[config.mk]
export PLATFORM = sky130hd
export DESIGN_NAME = repeated_value_counter_core_flat
export DESIGN_NICKNAME = d
export VERILOG_FILES = /design/src/design/rvc_pkg.sv /design/src/design/rvc_in_if.sv /design/src/design/rvc_out_if.sv /design/src/design/repeated_value_counter_core.sv /design/src/design/rvc_ctrl.sv /design/src/design/rvc_datapath.sv /design/src/flat_wrapper.sv
export SDC_FILE = /design/constraint.sdc
export NUM_CORES = 2
export LEC_CHECK = 0
export BUFFER_PORTS_ARGS = -buffer_cell sky130_fd_sc_hd__buf_2
export CAP_MARGIN = 30
export CORE_MARGIN = 2
export CORE_UTILIZATION = 50
export CTS_CLUSTER_SIZE = 25
export DETAILED_ROUTE_END_ITERATION = 8
export PLACE_DENSITY = 0.65
export SLEW_MARGIN = 25
export SYNTH_ARGS = -nofsm -noshare
export SYNTH_HDL_FRONTEND = slang
export SYNTH_SLANG_ARGS = --single-unit
[constraint.sdc]
create_clock -name clk_i -period 9.2 [get_ports clk_i]
set_input_delay 0.46 -clock clk_i [delete_from_list [all_inputs] [get_ports clk_i]]
set_output_delay 0.46 -clock clk_i [all_outputs]
set_load 0.1 [all_outputs]
[src/design/rvc_pkg.sv]
// Shared types and constants for the repeated value counter.
// Used by the channel interfaces, the controller, the datapath and the top level.
package rvc_pkg;

  localparam int unsigned MAX_DISTINCT = 64;
  localparam int unsigned IDX_W        = $clog2(MAX_DISTINCT);
  localparam int unsigned FILL_W       = $clog2(MAX_DISTINCT + 1);
  localparam int unsigned VALUE_W      = 32;
  localparam int unsigned DUP_W        = 6;

  localparam logic [DUP_W-1:0]  DUP_MAX  = {DUP_W{1'b1}};
  localparam logic [FILL_W-1:0] FILL_MAX = FILL_W'(MAX_DISTINCT);

  typedef enum logic [1:0] {
    S_IDLE,
    S_SCAN,
    S_DONE
  } rvc_state_e;

  // Commands from the controller to the datapath.
  typedef struct packed {
    logic load;
    logic scan;
    logic commit;
  } rvc_cmd_t;

  // Status from the datapath to the controller.
  typedef struct packed {
    logic match;
    logic scan_end;
    logic out_free;
  } rvc_status_t;

endpackage

[src/design/rvc_in_if.sv]
// Input channel of the repeated value counter: valid/ready plus one request.
// Depends on rvc_pkg for the field widths.
interface rvc_in_if;
  logic                               valid;
  logic                               ready;
  logic signed [rvc_pkg::VALUE_W-1:0] value;
  logic                               last;

  modport source (output valid, output value, output last, input ready);
  modport sink   (input valid, input value, input last, output ready);
endinterface

[src/design/rvc_out_if.sv]
// Result channel of the repeated value counter: valid/ready plus one result.
// Depends on rvc_pkg for the field widths.
interface rvc_out_if;
  logic                      valid;
  logic                      ready;
  logic [rvc_pkg::DUP_W-1:0] dup_count;
  logic                      overflow;
  logic                      final_res;

  modport source (output valid, output dup_count, output overflow, output final_res,
                  input ready);
  modport sink   (input valid, input dup_count, input overflow, input final_res,
                  output ready);
endinterface

[src/design/repeated_value_counter_core.sv]
// Top level of the repeated value counter: controller plus datapath.
// Depends on rvc_pkg, rvc_in_if, rvc_out_if, rvc_ctrl and rvc_datapath.
//
// The block takes one request at a time on in_i and returns one result on
// out_o for each: the number of distinct values seen two or more times so
// far in the current sequence (saturating at 63), an overflow flag that is
// set once a new distinct value could not be stored because all 64 table
// entries were in use, and final_res, which echoes the request's last flag.
// After the result of a request marked last, the table, count and overflow
// flag are cleared, so the next request starts a new sequence. Each request
// is compared against the stored distinct values one entry per cycle through
// the single read port of the value table, up to the number of entries in
// use; a match ends the scan early. The result sits in an output register,
// so a result waiting to be taken does not hold up the scan of the next
// request, only its final commit. There is no clearing pass after reset.
module repeated_value_counter_core (
  input  logic      clk_i,
  input  logic      rst_ni,
  rvc_in_if.sink    in_i,
  rvc_out_if.source out_o
);

  rvc_pkg::rvc_cmd_t    cmd;
  rvc_pkg::rvc_status_t status;

  // The controller sequences accept, scan and commit of each request.
  rvc_ctrl u_ctrl (
    .clk_i      (clk_i),
    .rst_ni     (rst_ni),
    .in_valid_i (in_i.valid),
    .in_ready_o (in_i.ready),
    .status_i   (status),
    .cmd_o      (cmd)
  );

  // The datapath holds the table, the marks, the count and the result register.
  rvc_datapath u_datapath (
    .clk_i       (clk_i),
    .rst_ni      (rst_ni),
    .value_i     (in_i.value),
    .last_i      (in_i.last),
    .cmd_i       (cmd),
    .status_o    (status),
    .out_valid_o (out_o.valid),
    .out_ready_i (out_o.ready),
    .dup_count_o (out_o.dup_count),
    .overflow_o  (out_o.overflow),
    .final_res_o (out_o.final_res)
  );

endmodule

[src/design/rvc_ctrl.sv]
// Controller state machine of the repeated value counter.
// Depends on rvc_pkg for the state enum and the command and status structs.
module rvc_ctrl (
  input  logic                 clk_i,
  input  logic                 rst_ni,
  input  logic                 in_valid_i,
  output logic                 in_ready_o,
  input  rvc_pkg::rvc_status_t status_i,
  output rvc_pkg::rvc_cmd_t    cmd_o
);

  rvc_pkg::rvc_state_e state_q, state_d;

  always_ff @(posedge clk_i or negedge rst_ni) begin
    if (!rst_ni) begin
      state_q <= rvc_pkg::S_IDLE;
    end else begin
      state_q <= state_d;
    end
  end

  always_comb begin
    state_d = state_q;
    case (state_q)
      rvc_pkg::S_IDLE: begin
        if (in_valid_i) state_d = rvc_pkg::S_SCAN;
      end
      rvc_pkg::S_SCAN: begin
        if (status_i.match || status_i.scan_end) state_d = rvc_pkg::S_DONE;
      end
      rvc_pkg::S_DONE: begin
        if (status_i.out_free) state_d = rvc_pkg::S_IDLE;
      end
      default: state_d = rvc_pkg::S_IDLE;
    endcase
  end

  always_comb begin
    in_ready_o   = 1'b0;
    cmd_o        = '0;
    case (state_q)
      rvc_pkg::S_IDLE: begin
        in_ready_o = 1'b1;
        cmd_o.load = in_valid_i;
      end
      rvc_pkg::S_SCAN: begin
        cmd_o.scan = 1'b1;
      end
      rvc_pkg::S_DONE: begin
        cmd_o.commit = status_i.out_free;
      end
      default: begin
        in_ready_o = 1'b0;
      end
    endcase
  end

endmodule

[src/design/rvc_datapath.sv]
// Datapath of the repeated value counter: value table memory, scan pipeline,
// counted marks, running count and the result register. Depends on rvc_pkg.
module rvc_datapath (
  input  logic                               clk_i,
  input  logic                               rst_ni,
  input  logic signed [rvc_pkg::VALUE_W-1:0] value_i,
  input  logic                               last_i,
  input  rvc_pkg::rvc_cmd_t                  cmd_i,
  output rvc_pkg::rvc_status_t               status_o,
  output logic                               out_valid_o,
  input  logic                               out_ready_i,
  output logic [rvc_pkg::DUP_W-1:0]          dup_count_o,
  output logic                               overflow_o,
  output logic                               final_res_o
);

  // Table of distinct values; entries below fill_q are in use.
  logic [rvc_pkg::VALUE_W-1:0]      mem_q [rvc_pkg::MAX_DISTINCT];
  logic [rvc_pkg::VALUE_W-1:0]      rd_data_q;

  logic [rvc_pkg::VALUE_W-1:0]      value_q;
  logic                             last_q;
  logic [rvc_pkg::FILL_W-1:0]       fill_q;
  logic [rvc_pkg::FILL_W-1:0]       rd_idx_q;
  logic                             cmp_valid_q;
  logic [rvc_pkg::IDX_W-1:0]        cmp_idx_q;
  logic                             hit_q;
  logic [rvc_pkg::IDX_W-1:0]        hit_idx_q;
  logic [rvc_pkg::MAX_DISTINCT-1:0] counted_q;
  logic [rvc_pkg::DUP_W-1:0]        total_q;
  logic                             ovf_q;
  logic                             out_valid_q;
  logic [rvc_pkg::DUP_W-1:0]        out_dup_q;
  logic                             out_ovf_q;
  logic                             out_final_q;

  logic                             issue;
  logic                             insert;
  logic [rvc_pkg::DUP_W-1:0]        total_d;
  logic                             ovf_d;

  assign issue  = cmd_i.scan && (rd_idx_q != fill_q);
  assign insert = !hit_q && (fill_q != rvc_pkg::FILL_MAX);

  assign status_o.match    = cmd_i.scan && cmp_valid_q && (rd_data_q == value_q);
  assign status_o.scan_end = (rd_idx_q == fill_q) && !cmp_valid_q;
  assign status_o.out_free = !out_valid_q || out_ready_i;

  always_comb begin
    total_d = total_q;
    if (hit_q && !counted_q[hit_idx_q] && (total_q != rvc_pkg::DUP_MAX)) begin
      total_d = total_q + rvc_pkg::DUP_W'(1);
    end
    ovf_d = ovf_q | (!hit_q && !insert);
  end

  // Table with one read and one write port: one registered read and one write per cycle.
  always_ff @(posedge clk_i) begin
    rd_data_q <= mem_q[rd_idx_q[rvc_pkg::IDX_W-1:0]];
    if (cmd_i.commit && insert) begin
      mem_q[fill_q[rvc_pkg::IDX_W-1:0]] <= value_q;
    end
  end

  always_ff @(posedge clk_i or negedge rst_ni) begin
    if (!rst_ni) begin
      fill_q      <= '0;
      rd_idx_q    <= '0;
      cmp_valid_q <= 1'b0;
      hit_q       <= 1'b0;
      counted_q   <= '0;
      total_q     <= '0;
      ovf_q       <= 1'b0;
      out_valid_q <= 1'b0;
    end else begin
      if (cmd_i.load) begin
        rd_idx_q    <= '0;
        cmp_valid_q <= 1'b0;
        hit_q       <= 1'b0;
      end else if (cmd_i.scan) begin
        if (issue) rd_idx_q <= rd_idx_q + rvc_pkg::FILL_W'(1);
        cmp_valid_q <= issue;
        if (status_o.match) hit_q <= 1'b1;
      end

      if (cmd_i.commit) begin
        out_valid_q <= 1'b1;
        if (last_q) begin
          fill_q    <= '0;
          counted_q <= '0;
          total_q   <= '0;
          ovf_q     <= 1'b0;
        end else begin
          total_q <= total_d;
          ovf_q   <= ovf_d;
          if (hit_q) counted_q[hit_idx_q] <= 1'b1;
          if (insert) fill_q <= fill_q + rvc_pkg::FILL_W'(1);
        end
      end else if (out_ready_i) begin
        out_valid_q <= 1'b0;
      end
    end
  end

  always_ff @(posedge clk_i) begin
    if (cmd_i.load) begin
      value_q <= value_i;
      last_q  <= last_i;
    end
    if (cmd_i.scan) begin
      cmp_idx_q <= rd_idx_q[rvc_pkg::IDX_W-1:0];
      if (status_o.match) hit_idx_q <= cmp_idx_q;
    end
    if (cmd_i.commit) begin
      out_dup_q   <= total_d;
      out_ovf_q   <= ovf_d;
      out_final_q <= last_q;
    end
  end

  assign out_valid_o = out_valid_q;
  assign dup_count_o = out_dup_q;
  assign overflow_o  = out_ovf_q;
  assign final_res_o = out_final_q;

`ifndef SYNTH
  a_fill_bound: assert property (@(posedge clk_i) disable iff (!rst_ni)
    fill_q <= rvc_pkg::FILL_MAX)
    else $error("table fill level beyond its depth");

  a_scan_bound: assert property (@(posedge clk_i) disable iff (!rst_ni)
    cmd_i.scan |-> (rd_idx_q <= fill_q))
    else $error("scan read index ran past the fill level");

  a_commit_free: assert property (@(posedge clk_i) disable iff (!rst_ni)
    cmd_i.commit |-> (!out_valid_q || out_ready_i))
    else $error("result committed over an unread result");

  a_rise_commit: assert property (@(posedge clk_i) disable iff (!rst_ni)
    $rose(out_valid_q) |-> $past(cmd_i.commit))
    else $error("result appeared without a commit");
`endif

endmodule
[src/flat_wrapper.sv]
// flat-port wrapper written by rule: the top's interface ports become plain ports
module repeated_value_counter_core_flat 
  (clk_i, rst_ni, in_i_valid, in_i_value, in_i_last, in_i_ready, out_o_valid, out_o_dup_count, out_o_overflow, out_o_final_res, out_o_ready);
  rvc_in_if in_i_i ();
  rvc_out_if out_o_i ();
  input  logic clk_i;
  input  logic rst_ni;
  input wire logic [$bits(in_i_i.valid)-1:0] in_i_valid;
  input wire logic [$bits(in_i_i.value)-1:0] in_i_value;
  input wire logic [$bits(in_i_i.last)-1:0] in_i_last;
  output wire logic [$bits(in_i_i.ready)-1:0] in_i_ready;
  output wire logic [$bits(out_o_i.valid)-1:0] out_o_valid;
  output wire logic [$bits(out_o_i.dup_count)-1:0] out_o_dup_count;
  output wire logic [$bits(out_o_i.overflow)-1:0] out_o_overflow;
  output wire logic [$bits(out_o_i.final_res)-1:0] out_o_final_res;
  input wire logic [$bits(out_o_i.ready)-1:0] out_o_ready;
  assign in_i_i.valid = in_i_valid;
  assign in_i_i.value = in_i_value;
  assign in_i_i.last = in_i_last;
  assign in_i_ready = in_i_i.ready;
  assign out_o_valid = out_o_i.valid;
  assign out_o_dup_count = out_o_i.dup_count;
  assign out_o_overflow = out_o_i.overflow;
  assign out_o_final_res = out_o_i.final_res;
  assign out_o_i.ready = out_o_ready;
  repeated_value_counter_core u_core (.clk_i(clk_i), .rst_ni(rst_ni), .in_i(in_i_i), .out_o(out_o_i));
endmodule
==> impl_metrics.json <==
{
  "multi_input_area_um2": 18400,
  "yosysMostFrequentCell": "edfxtp_1",
  "synthTopCellsByCount": "edfxtp_1, mux4_2, nor2_1",
  "drt_wl_total_um": 215000,
  "drc": 0,
  "fin_setup_tns_ns": 0,
  "placementRows": 151,
  "htreeDepth": 4,
  "final_max_slew_viol_count": 0,
  "synth_flop_cell": "edfxtp_1",
  "period_needed_ns": 4.08,
  "p_leak_nw": 30.1,
  "hold_path.class": "primary input to flop",
  "startpoint_type": "flop",
  "vdd_drop_max_mv": 0.299,
  "required_ns": 9.89,
  "grt_max_degree": 125,
  "rsz0062_at_grt": "no",
  "synth_nets": 3609,
  "clk_latency_ns": 0.83,
  "nNetsFinal": 3872,
  "netlist.area_leader.share_pct": 74.5,
  "io_buffer_count": 46,
  "clock_sinks": 2223,
  "powerDensity_nw_per_um2": 278,
  "seq_area_um2": 66000,
  "ys_warn_count": 0,
  "end_kind": "flop",
  "grt_first_pass_wirelength_um": 302000,
  "core_area_um2": 169000,
  "grt-ovfl-total": 0,
  "cts.path.max_buffers": 3,
  "yosysTopAreaCell": "edfxtp_1",
  "synth_edf_count": 2101,
  "fp.dieH_um": 416,
  "wl_per_cell_um": 34.4,
  "boundaryPins": 47,
  "dp_hpwl_um": 112000,
  "final.setup_skew_ns": 0.0276,
  "gp_congestion": 0.808,
  "max_freq_ghz": 0.245,
  "cp.arrival_ns": 4.77,
  "post-route-period-util_pct": 44.3,
  "drive_above_1_share_pct": 31.5,
  "grt_pass1_vias": 39505,
  "hold_buffers": 35,
  "synthArstFlopShare_pct": 4.05,
  "firstDrtPassIters": 5,
  "cts_resized": 0,
  "start_util_pct": 50.2,
  "ys_ff_latch": 2223,
  "slew_headroom_pct": 29.7,
  "fp.dieW_um": 416,
  "area_delta_synth_final_pct": 13.1,
  "synth_area_um2": 84700,
  "finalPower_w": 0.0266,
  "worst_pin_slew_ns": 1.06,
  "max_cap_violations": 0,
  "gr-usage-all-layers_pct": 25.1,
  "fillers": 12141,
  "synth.distinct_cells": 60,
  "syn_inst": 3568,
  "status": "complete, no violations",
  "antenna_found_initial": 13,
  "cts_root_buf": "clkbuf_16",
  "hold_viol": 0,
  "stdcell_area_um2": 95800,
  "placed_cell_area_um2": 88700,
  "via_per_inst": 6.38,
  "ys_seq_area_share_pct": 77.9,
  "clkSlewWorstSetupHoldPaths_ns": 0.06,
  "syn_area_per_cell_um2": 23.7,
  "worst-setup-path-type": "flop to flop",
  "first_iter_violations": 5649,
  "synth.area.top_cells": "edfxtp_1, mux4_2, dfrtp_1",
  "vias": 39717,
  "cts_tree": "done",
  "ant_nets": 0,
  "finalSetupViolCount": 0,
  "crit_fanout": 102,
  "numCtsBuffers": 214,
  "cts_setup_buffers": 0,
  "die_area_um2": 173000
}
==> placed cells by master, fill, tap and decap left out, types with 6 or more instances in the layout <==
cell type,synthesis,routed
dfxtp_1,32,32
nor2_1,155,90
o21ai_0,12,12
buf_2,48,47
a21oi_1,67,67
edfxtp_1,2101,2101
nand4_1,10,10
nor3_1,11,8
bufinv_16,0,11
mux4_2,678,678
clkbuf_16,0,219
dfrtp_1,90,84
inv_1,15,14
nand3_1,20,20
nor2_4,0,65
clkinv_1,1,46
dlygate4sd3_1,0,35
mux2i_1,13,13
xnor2_1,42,42
xor2_1,9,9
clkbuf_1,99,49
buf_12,0,9
clkbuf_8,0,9
diode_2,0,6
nand2_1,30,30
clkinv_2,0,45
or3_1,7,7
inv_6,0,6
buf_4,4,134
==> sequential cells by signal, indices dropped and copies added (netlist names) <==
signal	count
u_core.u_datapath.rd_idx_q	7
u_core.u_datapath.value_q	32
u_core.u_datapath.mem_q	2048
u_core.u_datapath.out_valid_o	1
u_core.u_datapath.total_q	6
u_core.u_datapath.final_res_o	1
u_core.u_datapath.hit_q	1
u_core.u_datapath.ovf_q	1
u_core.u_datapath.cmp_valid_q	1
u_core.u_datapath.rd_data_q	32
u_core.u_datapath.overflow_o	1
u_core.u_datapath.dup_count_o	6
u_core.u_datapath.fill_q	7
u_core.u_datapath.counted_q	64
u_core.u_datapath.hit_idx_q	6
u_core.u_datapath.last_q	1
u_core.u_datapath.cmp_idx_q	6
u_core.u_ctrl.state_q	2
==> worst max-delay path, cell delays in order (launching register included) <==
cell and delay, ns:
dfrtp_4 0.80, buf_12 0.56, buf_4 0.74, mux4_2 0.45, mux4_2 0.63, mux4_2 0.49
==> power by group <==
| part | internal [W] | switching (W) |
|---|---|---|
| Combinational | 0.00330 | 0.00363 |
| Clock | 0.00472 | 0.00369 |
| Sequential | 0.0110 | 0.000233 |
==> final timing paths <==
path	slack [ns]	end	depth (start not counted)	from
setup / recovery	5.12	u_core.u_datapath.rd_data_q[24]	5	u_core.u_datapath.rd_idx_q[1]
hold reg to reg	0.41	u_core.u_datapath.hit_idx_q[5]	0	u_core.u_datapath.cmp_idx_q[5]
hold / removal	0.07	u_core.u_ctrl.state_q[0]	3	in_i_valid
setup reg to reg	5.12	u_core.u_datapath.rd_data_q[24]	5	u_core.u_datapath.rd_idx_q[1]
min in group asynchronous	0.15	u_core.u_datapath.counted_q[52]	2	rst_ni
max in group asynchronous	7.99	u_core.u_datapath.counted_q[8]	3	rst_ni
==> routing by layer <==
metal	vias up	wire, um	GRT usage [%]
met1	21571	83200	35.5
met3	281	22200	5.68
met4	6	6000	7.03
li1	15743	-	-
met2	2116	103000	39.8
met5	-	43	0
==> layout make-up <==
| type | instances | share of cell area [%] |
|---|---|---|
| Sequential cell | 2223 | 68.9 |
| Multi-Input combinational cell | 1141 | 19.2 |
| Clock buffer | 277 | 6.04 |
| Tap cell | 2218 | 2.90 |
| Timing Repair Buffer | 235 | 2.00 |
| Clock inverter | 114 | 0.913 |
| Inverter | 16 | 0.0627 |
| Antenna cell | 6 | 0.0157 |
==> cell families after synthesis <==
family | share of synthesized area (%)
flip-flops | 77.9
multiplexers | 18.2
AND/OR/NAND/NOR | 1.51
buffers and inverters | 1.03
AO/OA/AOI/OAI | 0.805
XOR/XNOR | 0.527
adder cells (fa/ha/maj) | 0.0591
==> per-stage QoR <==
step,worst slack [ns],utilization (%),instances,hold slack [ns]
floorplan,5.42,-,3568,0.164
global placement,5.09,52.5,5785,0.403
detailed placement,5.12,52.5,5790,0.405
CTS,5.13,56.7,6216,0.00545
global route,4.98,56.7,6224,0.0562
finish,5.12,56.7,6230,0.0741
Power figures use the tool's default switching activity.
